$ cat config.mk
export PLATFORM = sky130hd
export DESIGN_NAME = color_match_centroid_angle
export DESIGN_NICKNAME = d
export VERILOG_FILES = /design/src/design/cmca_pkg.sv /design/src/design/cmca_ctrl.sv /design/src/design/cmca_dp.sv /design/src/design/color_match_centroid_angle.sv
export VERILOG_INCLUDE_DIRS = /design/src /design/src/design
export SDC_FILE = /design/constraint.sdc
export NUM_CORES = 2
export LEC_CHECK = 0
export ABC_AREA = 1
export BUFFER_PORTS_ARGS = -buffer_cell sky130_fd_sc_hd__buf_2
export CAP_MARGIN = 0
export CORE_MARGIN = 5
export CORE_UTILIZATION = 32
export DETAILED_ROUTE_END_ITERATION = 6
export SLEW_MARGIN = 5
export SYNTH_ARGS = -nofsm -noshare
export SYNTH_HDL_FRONTEND = slang
export SYNTH_HIERARCHICAL = 1
export SYNTH_SLANG_ARGS = --single-unit
$ cat constraint.sdc
create_clock -name clk -period 9.65 [get_ports clk]
set_clock_uncertainty 0.1 [all_clocks]
set_input_delay 2.895 -clock clk [delete_from_list [all_inputs] [get_ports clk]]
set_output_delay 2.895 -clock clk [all_outputs]
set_load 0.01 [all_outputs]
$ cat src/design/assert_macros.svh
// ---------------------------------------------------------------------------
// Assertion macros
// Shared concurrent assertion forms. The enclosing module must provide clk and
// rst.
// ---------------------------------------------------------------------------
`ifndef ASSERT_MACROS_SVH
`define ASSERT_MACROS_SVH

// The condition c must hold in the same cycle as a.
`define ASSERT_IMPL(label, a, c) \
  label: assert property (@(posedge clk) disable iff (rst) (a) |-> (c)) \
    else $error("same-cycle implication failed");

// The condition c must hold in the cycle after a.
`define ASSERT_NEXT(label, a, c) \
  label: assert property (@(posedge clk) disable iff (rst) (a) |=> (c)) \
    else $error("next-cycle implication failed");

`endif

$ cat src/design/cmca_pkg.sv
// ---------------------------------------------------------------------------
// cmca_pkg
// Shared constants and types for the color match centroid angle block.
// ---------------------------------------------------------------------------
`timescale 1ns / 1ps
`default_nettype none

package cmca_pkg;

  // Frame limits.
  localparam logic [10:0] MAX_WIDTH  = 11'd1024;
  localparam logic [20:0] MAX_PIXELS = 21'd1048576;

  // Configuration register indexes.
  localparam int unsigned CFG_IDX_W = 3;
  localparam int unsigned CFG_DAT_W = 16;
  localparam logic [CFG_IDX_W-1:0] REG_REF_RED   = 3'd0;
  localparam logic [CFG_IDX_W-1:0] REG_REF_GREEN = 3'd1;
  localparam logic [CFG_IDX_W-1:0] REG_REF_BLUE  = 3'd2;
  localparam logic [CFG_IDX_W-1:0] REG_THRESHOLD = 3'd3;
  localparam logic [CFG_IDX_W-1:0] REG_WIDTH     = 3'd4;
  localparam logic [CFG_IDX_W-1:0] REG_FOV       = 3'd5;

  // Number of quotient bits produced by the divider, one per cycle.
  localparam int unsigned DIV_STEPS = 16;
  localparam int unsigned DIV_CNT_W = $clog2(DIV_STEPS);

  // Commands from the controller to the datapath.
  typedef struct packed {
    logic acc;       // accumulate the pixel on the input ports
    logic mul1;      // count times width, capture count
    logic num;       // numerator and denominator, clear accumulators
    logic mul2;      // numerator magnitude times field of view
    logic div_step;  // one restoring division step
    logic load_out;  // load the result word into the output register
  } cmd_t;

  // Status from the datapath to the controller.
  typedef struct packed {
    logic out_busy;  // output register holds a word that is stalled
  } status_t;

endpackage

`default_nettype wire

$ cat src/design/cmca_ctrl.sv
// ---------------------------------------------------------------------------
// cmca_ctrl
// Sequencer: pixel accumulation, end-of-frame arithmetic and result hand-off.
// ---------------------------------------------------------------------------
`timescale 1ns / 1ps
`default_nettype none

module cmca_ctrl
  import cmca_pkg::*;
(
  input  wire logic    clk,
  input  wire logic    rst,
  input  wire logic    in_valid,
  input  wire logic    last_pixel,
  output logic         in_stall,
  input  wire status_t status,
  output cmd_t         cmd
);

  localparam logic [2:0] S_ACC  = 3'd0;
  localparam logic [2:0] S_MUL1 = 3'd1;
  localparam logic [2:0] S_NUM  = 3'd2;
  localparam logic [2:0] S_MUL2 = 3'd3;
  localparam logic [2:0] S_DIV  = 3'd4;
  localparam logic [2:0] S_DONE = 3'd5;

  logic [2:0]           state;
  logic [2:0]           state_next;
  logic [DIV_CNT_W-1:0] div_cnt;
  logic [DIV_CNT_W-1:0] div_cnt_next;

  always_comb begin
    state_next   = state;
    div_cnt_next = div_cnt;
    cmd          = '0;
    case (state)
      S_ACC: begin
        cmd.acc = in_valid;
        if (in_valid && last_pixel) begin
          state_next = S_MUL1;
        end
      end
      S_MUL1: begin
        cmd.mul1   = 1'b1;
        state_next = S_NUM;
      end
      S_NUM: begin
        cmd.num    = 1'b1;
        state_next = S_MUL2;
      end
      S_MUL2: begin
        cmd.mul2     = 1'b1;
        div_cnt_next = '0;
        state_next   = S_DIV;
      end
      S_DIV: begin
        cmd.div_step = 1'b1;
        div_cnt_next = div_cnt + DIV_CNT_W'(1);
        if (div_cnt == DIV_CNT_W'(DIV_STEPS - 1)) begin
          state_next = S_DONE;
        end
      end
      S_DONE: begin
        if (!status.out_busy) begin
          cmd.load_out = 1'b1;
          state_next   = S_ACC;
        end
      end
      default: begin
        state_next = S_ACC;
      end
    endcase
  end

  always_ff @(posedge clk) begin
    if (rst) begin
      state   <= S_ACC;
      div_cnt <= '0;
    end else begin
      state   <= state_next;
      div_cnt <= div_cnt_next;
    end
  end

  assign in_stall = (state != S_ACC);

endmodule

`default_nettype wire

$ cat src/design/cmca_dp.sv
// ---------------------------------------------------------------------------
// cmca_dp
// Datapath: configuration, color distance, accumulators, divider, output.
// ---------------------------------------------------------------------------
`timescale 1ns / 1ps
`default_nettype none

module cmca_dp
  import cmca_pkg::*;
(
  input  wire logic                 clk,
  input  wire logic                 rst,
  input  wire logic                 cfg_we,
  input  wire logic [CFG_IDX_W-1:0] cfg_index,
  input  wire logic [CFG_DAT_W-1:0] cfg_data,
  input  wire logic [7:0]           red,
  input  wire logic [7:0]           green,
  input  wire logic [7:0]           blue,
  input  wire logic                 last_pixel,
  input  wire cmd_t                 cmd,
  output status_t                   status,
  input  wire logic                 out_stall,
  output logic                      out_valid,
  output logic                      found,
  output logic signed [15:0]        angle,
  output logic [20:0]               matched_pixels
);

  // Configuration.
  logic [7:0]  ref_red;
  logic [7:0]  ref_green;
  logic [7:0]  ref_blue;
  logic [9:0]  match_threshold;
  logic [10:0] image_width;
  logic [15:0] field_of_view;

  // Frame accumulators.
  logic [9:0]  column;
  logic [29:0] column_sum;
  logic [20:0] match_count;

  // End-of-frame arithmetic.
  logic [30:0] prod_cw;
  logic [20:0] res_count;
  logic        res_found;
  logic        neg;
  logic [30:0] mag;
  logic [31:0] den;
  logic [30:0] rem;
  logic [15:0] quo;

  logic [10:0] eff_w;
  logic [7:0]  d_red;
  logic [7:0]  d_green;
  logic [7:0]  d_blue;
  logic [9:0]  color_dist;
  logic [9:0]  col0;
  logic [10:0] col_inc;
  logic [9:0]  col_after;
  logic        hit;
  logic [31:0] num;
  logic [46:0] product;
  logic [31:0] trial;
  logic        trial_ge;

  always_ff @(posedge clk) begin
    if (rst) begin
      ref_red         <= 8'd132;
      ref_green       <= 8'd119;
      ref_blue        <= 8'd48;
      match_threshold <= 10'd30;
      image_width     <= 11'd64;
      field_of_view   <= 16'd13107;
    end else if (cfg_we) begin
      case (cfg_index)
        REG_REF_RED:   ref_red         <= cfg_data[7:0];
        REG_REF_GREEN: ref_green       <= cfg_data[7:0];
        REG_REF_BLUE:  ref_blue        <= cfg_data[7:0];
        REG_THRESHOLD: match_threshold <= cfg_data[9:0];
        REG_WIDTH:     image_width     <= cfg_data[10:0];
        REG_FOV:       field_of_view   <= cfg_data[15:0];
        default: ;
      endcase
    end
  end

  // A width of zero counts as one, and widths above the maximum are clipped.
  always_comb begin
    if (image_width == 11'd0) begin
      eff_w = 11'd1;
    end else if (image_width > MAX_WIDTH) begin
      eff_w = MAX_WIDTH;
    end else begin
      eff_w = image_width;
    end
  end

  assign d_red      = (red > ref_red) ? red - ref_red : ref_red - red;
  assign d_green    = (green > ref_green) ? green - ref_green : ref_green - green;
  assign d_blue     = (blue > ref_blue) ? blue - ref_blue : ref_blue - blue;
  assign color_dist = {2'b00, d_red} + {2'b00, d_green} + {2'b00, d_blue};

  // The column restarts if the width was lowered under it.
  assign col0      = ({1'b0, column} >= eff_w) ? 10'd0 : column;
  assign col_inc   = {1'b0, col0} + 11'd1;
  assign col_after = (last_pixel || col_inc >= eff_w) ? 10'd0 : col_inc[9:0];
  assign hit       = (color_dist < match_threshold) && (match_count < MAX_PIXELS);

  assign num     = {1'b0, column_sum, 1'b0} - {1'b0, prod_cw};
  assign product = mag * field_of_view;
  assign trial   = {rem, quo[15]};
  assign trial_ge = (trial >= den);

  always_ff @(posedge clk) begin
    if (rst) begin
      column      <= '0;
      column_sum  <= '0;
      match_count <= '0;
    end else if (cmd.acc) begin
      column <= col_after;
      if (hit) begin
        column_sum  <= column_sum + {20'd0, col0};
        match_count <= match_count + 21'd1;
      end
    end else if (cmd.num) begin
      column      <= '0;
      column_sum  <= '0;
      match_count <= '0;
    end
  end

  always_ff @(posedge clk) begin
    if (cmd.mul1) begin
      prod_cw   <= {10'd0, match_count} * {20'd0, eff_w};
      res_count <= match_count;
      res_found <= (match_count != 21'd0);
    end
    if (cmd.num) begin
      neg <= num[31];
      mag <= num[31] ? 31'(-num) : num[30:0];
      den <= {prod_cw, 1'b0};
    end
    if (cmd.mul2) begin
      rem <= product[46:16];
      quo <= product[15:0];
    end else if (cmd.div_step) begin
      rem <= trial_ge ? 31'(trial - den) : trial[30:0];
      quo <= {quo[14:0], trial_ge};
    end
  end

  always_ff @(posedge clk) begin
    if (rst) begin
      out_valid <= 1'b0;
    end else if (cmd.load_out) begin
      out_valid <= 1'b1;
    end else if (!out_stall) begin
      out_valid <= 1'b0;
    end
  end

  always_ff @(posedge clk) begin
    if (cmd.load_out) begin
      found          <= res_found;
      matched_pixels <= res_count;
      if (!res_found) begin
        angle <= 16'sd0;
      end else if (neg) begin
        angle <= -$signed(quo);
      end else begin
        angle <= $signed(quo);
      end
    end
  end

  assign status.out_busy = out_valid && out_stall;

endmodule

`default_nettype wire

$ cat src/design/color_match_centroid_angle.sv
// ---------------------------------------------------------------------------
// color_match_centroid_angle
// Color-threshold centroid of a camera frame, reported as a Q2.14 angle.
// ---------------------------------------------------------------------------
//
//   channel   direction  handshake            word
//   pixel     in         in_valid / in_stall  red, green, blue, last_pixel
//   result    out        out_valid/out_stall  found, angle, matched_pixels
//   config    in         cfg_valid/cfg_ready  cfg_index, cfg_data
//
// Pixels are taken one per cycle while a frame is in progress. After the word
// that carries last_pixel, the input stalls while the block multiplies count
// times width, forms the numerator, multiplies by the field of view and runs
// the 16-bit restoring divider, one quotient bit per cycle, then loads the
// result. If the previous result is still stalled at the output, the input
// stays stalled until it is taken. Reset is synchronous and needs no clearing
// pass; configuration is accepted on every cycle.
//
`timescale 1ns / 1ps
`default_nettype none
`include "assert_macros.svh"

module color_match_centroid_angle
  import cmca_pkg::*;
(
  input  wire logic                 clk,
  input  wire logic                 rst,

  input  wire logic                 in_valid,
  output logic                      in_stall,
  input  wire logic [7:0]           red,
  input  wire logic [7:0]           green,
  input  wire logic [7:0]           blue,
  input  wire logic                 last_pixel,

  output logic                      out_valid,
  input  wire logic                 out_stall,
  output logic                      found,
  output logic signed [15:0]        angle,
  output logic [20:0]               matched_pixels,

  input  wire logic                 cfg_valid,
  output logic                      cfg_ready,
  input  wire logic [CFG_IDX_W-1:0] cfg_index,
  input  wire logic [CFG_DAT_W-1:0] cfg_data
);

  cmd_t    cmd;
  status_t status;

  // Registers may be written at any time; the user writes them between frames.
  assign cfg_ready = 1'b1;

  // The controller sequences the end-of-frame arithmetic and owns the input
  // stall; the datapath holds every register of the computation.
  cmca_ctrl u_ctrl (
    .clk        (clk),
    .rst        (rst),
    .in_valid   (in_valid),
    .last_pixel (last_pixel),
    .in_stall   (in_stall),
    .status     (status),
    .cmd        (cmd)
  );

  cmca_dp u_dp (
    .clk            (clk),
    .rst            (rst),
    .cfg_we         (cfg_valid && cfg_ready),
    .cfg_index      (cfg_index),
    .cfg_data       (cfg_data),
    .red            (red),
    .green          (green),
    .blue           (blue),
    .last_pixel     (last_pixel),
    .cmd            (cmd),
    .status         (status),
    .out_stall      (out_stall),
    .out_valid      (out_valid),
    .found          (found),
    .angle          (angle),
    .matched_pixels (matched_pixels)
  );

  // A result is never loaded over a stalled word.
  `ASSERT_IMPL(a_no_overwrite, cmd.load_out, !status.out_busy)
  // The last pixel of a frame starts the end-of-frame computation.
  `ASSERT_NEXT(a_last_stalls, in_valid && !in_stall && last_pixel, in_stall)
  // An empty frame reports a zero angle and a zero count.
  `ASSERT_IMPL(a_empty_frame, out_valid && !found,
               angle == 16'sd0 && matched_pixels == 21'd0)

endmodule

`default_nettype wire
==> out/metrics.json <==
{
  "cts": {
    "clock_sink_count": 330,
    "post-cts-setup-buffer-count": 0,
    "clockRootBuffer": "sky130_fd_sc_hd__clkbuf_16",
    "longest_clk_path_bufs": 3,
    "cts_tree": "done",
    "clock_insertion_delay_worst_skew_ns": 0.60,
    "cts.reportedPaths.clkPinSlew_ns": 0.06,
    "cts_made_buffers": 42,
    "cts_repair_resize_count": 0,
    "clock_tree.htree_level_count": 2,
    "postCtsHoldBufs": 0
  },
  "synthesis": {
    "postSynthNetCount": 6898,
    "synth_top_family_by_area": "adder cells",
    "number_of_enable_type_register_cells_in_the_synthesized_netlist": 200,
    "ys_seq_elements": 330,
    "post_synth_inst_count": 5913,
    "synthXorXnorAreaFrac": 0.0235,
    "synthSimpleGateAreaFrac": 0.202,
    "dominantRegCellSynth": "sky130_fd_sc_hd__edfxtp_1",
    "yosysSeqAreaShare": 0.191,
    "synthMuxAreaShare": 0.00261,
    "post_synth.cell_area_avg_um2": 7.61,
    "synth_largest_area_cell": "sky130_fd_sc_hd__fa_1",
    "area_fraction_in_compound_gates_after_synthesis": 0.0888,
    "yosys.area.top_type_share": 0.263,
    "yosys.area_share.adder": 0.359,
    "synthesis.area_um2": 45000,
    "async_flop_share": 0,
    "leading_cell_types_by_count_after_synthesis": "sky130_fd_sc_hd__nand2_1 (1382), sky130_fd_sc_hd__inv_1 (1356), sky130_fd_sc_hd__fa_1 (591)",
    "yosys.cell_types.count": 63,
    "yosysWarnings": 6,
    "synth_area_leaders": "sky130_fd_sc_hd__fa_1 (26%), sky130_fd_sc_hd__edfxtp_1 (13%), sky130_fd_sc_hd__nand2_1 (12%)",
    "synthMostInstantiatedCell": "sky130_fd_sc_hd__nand2_1"
  },
  "setup_path": {
    "critPathMaxStageDelay_ns": 0.59,
    "timing.critical_path.from_type": "input port",
    "crit_buf_inv": 5,
    "cp_top_family": "adder cells",
    "timing_worst_setup_path_type": "in -> reg",
    "critPathMaxFanout": 16,
    "critPathCaptureType": "flop",
    "critical-path-slowest-cell": "sky130_fd_sc_hd__o21a_1",
    "arrival_time_at_the_worst_endpoint_ns": 8.70,
    "worst_path_most_repeated_cell": "sky130_fd_sc_hd__inv_1",
    "worstPathRequired_ns": 10.02
  },
  "sta": {
    "final_hold_viol_count": 0,
    "setup_viol_count_final": 0,
    "upper_clock_frequency_limit_mhz": 120,
    "worst-slew-pin-transition_ns": 1.09,
    "rsz0062_at_grt": "false",
    "period_share": 0.864,
    "post-route-min-period_ns": 8.33,
    "timing_max_transition_violations_final": 0,
    "timing.slew.headroom": 0.270,
    "aggregate_negative_setup_slack_ns": 0,
    "layout_setup_ws_ns": 1.32
  },
  "floorplan": {
    "fp.dieArea_um2": 148000,
    "die_height_um": 385,
    "num_io_pins": 90,
    "floorplan.core_area_um2": 140000,
    "chipWidth_um": 385,
    "std_cell_rows": 137,
    "start_util": 0.322
  },
  "detailed_routing": {
    "detailroute.via_count": 37747,
    "post_drt_via_cell_ratio": 4.84,
    "drt.antenna.violating_nets": 0,
    "drc": 0,
    "detailedRoute.firstIterationViolations": 2480,
    "wl_per_cell_um": 17.2,
    "number_of_detailed_route_iterations_in_the_first_pass": 6,
    "totalWireLength_mm": 134
  },
  "grt": {
    "wire_length_of_the_first_global_routing_pass_mm": 215,
    "globalRouteOverflowTotal": 0,
    "antenna_found_initial": 2,
    "grt_start_max_net_pins": 64,
    "gr-usage-all-layers": 0.182,
    "grt_pass1_vias": 38557
  },
  "status": {
    "outcome": "finished clean"
  },
  "final_layout": {
    "area.growth.synth_to_final_pct": 8.34,
    "share_of_cells_above_drive_strength_1": 0.0507,
    "final_nets": 6875
  },
  "min_path": {
    "worst_hold_path_type": "reg -> reg"
  },
  "job": {
    "cap_viol_max_count": 0
  },
  "place": {
    "dpl_worst_slack_ns": 0.818,
    "routability_driven_placement_congestion_ratio": 0.936,
    "post-dp-hpwl_mm": 107,
    "io_buffer_count": 88
  }
}
[cell usage in the layout (no fill, tap or decap), types with 13 or more instances in the layout]
cell type | synthesis | final
sky130_fd_sc_hd__nor2_1 | 433 | 433
sky130_fd_sc_hd__nor3_1 | 69 | 67
sky130_fd_sc_hd__buf_4 | 5 | 40
sky130_fd_sc_hd__dfxtp_1 | 130 | 126
sky130_fd_sc_hd__o21a_1 | 15 | 15
sky130_fd_sc_hd__nand2_2 | 19 | 19
sky130_fd_sc_hd__nand4_1 | 60 | 60
sky130_fd_sc_hd__a21oi_1 | 331 | 331
sky130_fd_sc_hd__fa_1 | 591 | 591
sky130_fd_sc_hd__inv_1 | 1356 | 1355
sky130_fd_sc_hd__edfxtp_1 | 200 | 200
sky130_fd_sc_hd__nor4_1 | 14 | 13
sky130_fd_sc_hd__xnor2_1 | 47 | 47
sky130_fd_sc_hd__a31oi_1 | 16 | 16
sky130_fd_sc_hd__clkinv_1 | 11 | 17
sky130_fd_sc_hd__o21bai_1 | 23 | 23
sky130_fd_sc_hd__ha_1 | 345 | 345
sky130_fd_sc_hd__inv_2 | 15 | 15
sky130_fd_sc_hd__o21ai_1 | 14 | 14
sky130_fd_sc_hd__nor2_2 | 17 | 17
sky130_fd_sc_hd__nand2_1 | 1382 | 1382
sky130_fd_sc_hd__nand3_1 | 163 | 163
sky130_fd_sc_hd__buf_2 | 14 | 88
sky130_fd_sc_hd__xor2_1 | 72 | 72
sky130_fd_sc_hd__o211ai_1 | 33 | 33
sky130_fd_sc_hd__o21ai_0 | 242 | 242
sky130_fd_sc_hd__clkbuf_16 | 0 | 43
sky130_fd_sc_hd__nand3_2 | 13 | 13
[final cells by class]
class	count	area (µm²)
antenna	2	5.00
clock buffer	50	1140
clock inverter	27	282
fill	14785	90900
inverter	1383	5190
multi-input combinational	4005	30400
sequential	330	8610
tap	1876	2350
timing repair buffer	128	741
[flip-flops by register name (all words and copies together), names as in the netlist]
| signal | count |
|---|---|
| u_ctrl/state | 3 |
| u_dp/column_sum | 30 |
| u_dp/match_count | 21 |
| u_dp/prod_cw | 31 |
| u_dp/matched_pixels | 21 |
| u_dp/den | 30 |
| u_dp/match_threshold | 10 |
| u_dp/res_count | 21 |
| u_dp/field_of_view | 16 |
| u_dp/found | 1 |
| u_dp/out_valid | 1 |
| u_dp/ref_red | 8 |
| u_dp/ref_green | 8 |
| u_dp/angle | 16 |
| u_dp/quo | 16 |
| u_dp/mag | 31 |
| u_dp/rem | 31 |
| u_ctrl/div_cnt | 4 |
| u_dp/column | 10 |
| u_dp/image_width | 11 |
| u_dp/ref_blue | 8 |
| u_dp/neg | 1 |
| u_dp/res_found | 1 |
[cell families (layout without fill, tap and decap cells)]
group,count (synthesis),after routing
buffers and inverters,1578,1588
muxes,11,11
xor gates and xnor gates,120,120
DFF,330,330
AOI/OAI and AO/OA,727,727
adders and majority gates,936,936
and+or+nand+nor,2210,2210
other,1,3
[layer usage]
metal / global-route usage / wire [µm] / vias up
met5: 0 / 0 / -
met4: 0.0557 / 4280 / 0
met3: 0.0191 / 6860 / 223
met2: 0.308 / 62900 / 1058
met1: 0.246 / 60100 / 18437
li1: - / - / 18029
[worst paths after layout]
check                                       startpoint  slack [ns]                       to  cells past startpoint
worst max-delay path                            red[0]        1.32      u_dp/column_sum[12]                     28
worst min-delay path                u_dp/res_count[13]        0.32  u_dp/matched_pixels[13]                      0
worst max register to register  u_dp/field_of_view[10]        2.14             u_dp/rem[14]                     19
worst min register to register      u_dp/res_count[13]        0.32  u_dp/matched_pixels[13]                      0
[through the flow]
step / hold WS, ns / util / cells / instance area [µm²]
after floorplan: 0.300 / - / 5913 / 45000
after global placement: 0.301 / 0.339 / 7722 / 47300
after detailed placement: 0.305 / 0.339 / 7722 / 47300
after CTS: 0.321 / 0.349 / 7799 / 48800
after global routing: 0.327 / 0.349 / 7800 / 48800
final: 0.319 / 0.349 / 7801 / 48800
Power is left out: the tool's default activity adds up to more than one toggle a clock period on the data nets, which glitch-free logic cannot reach.
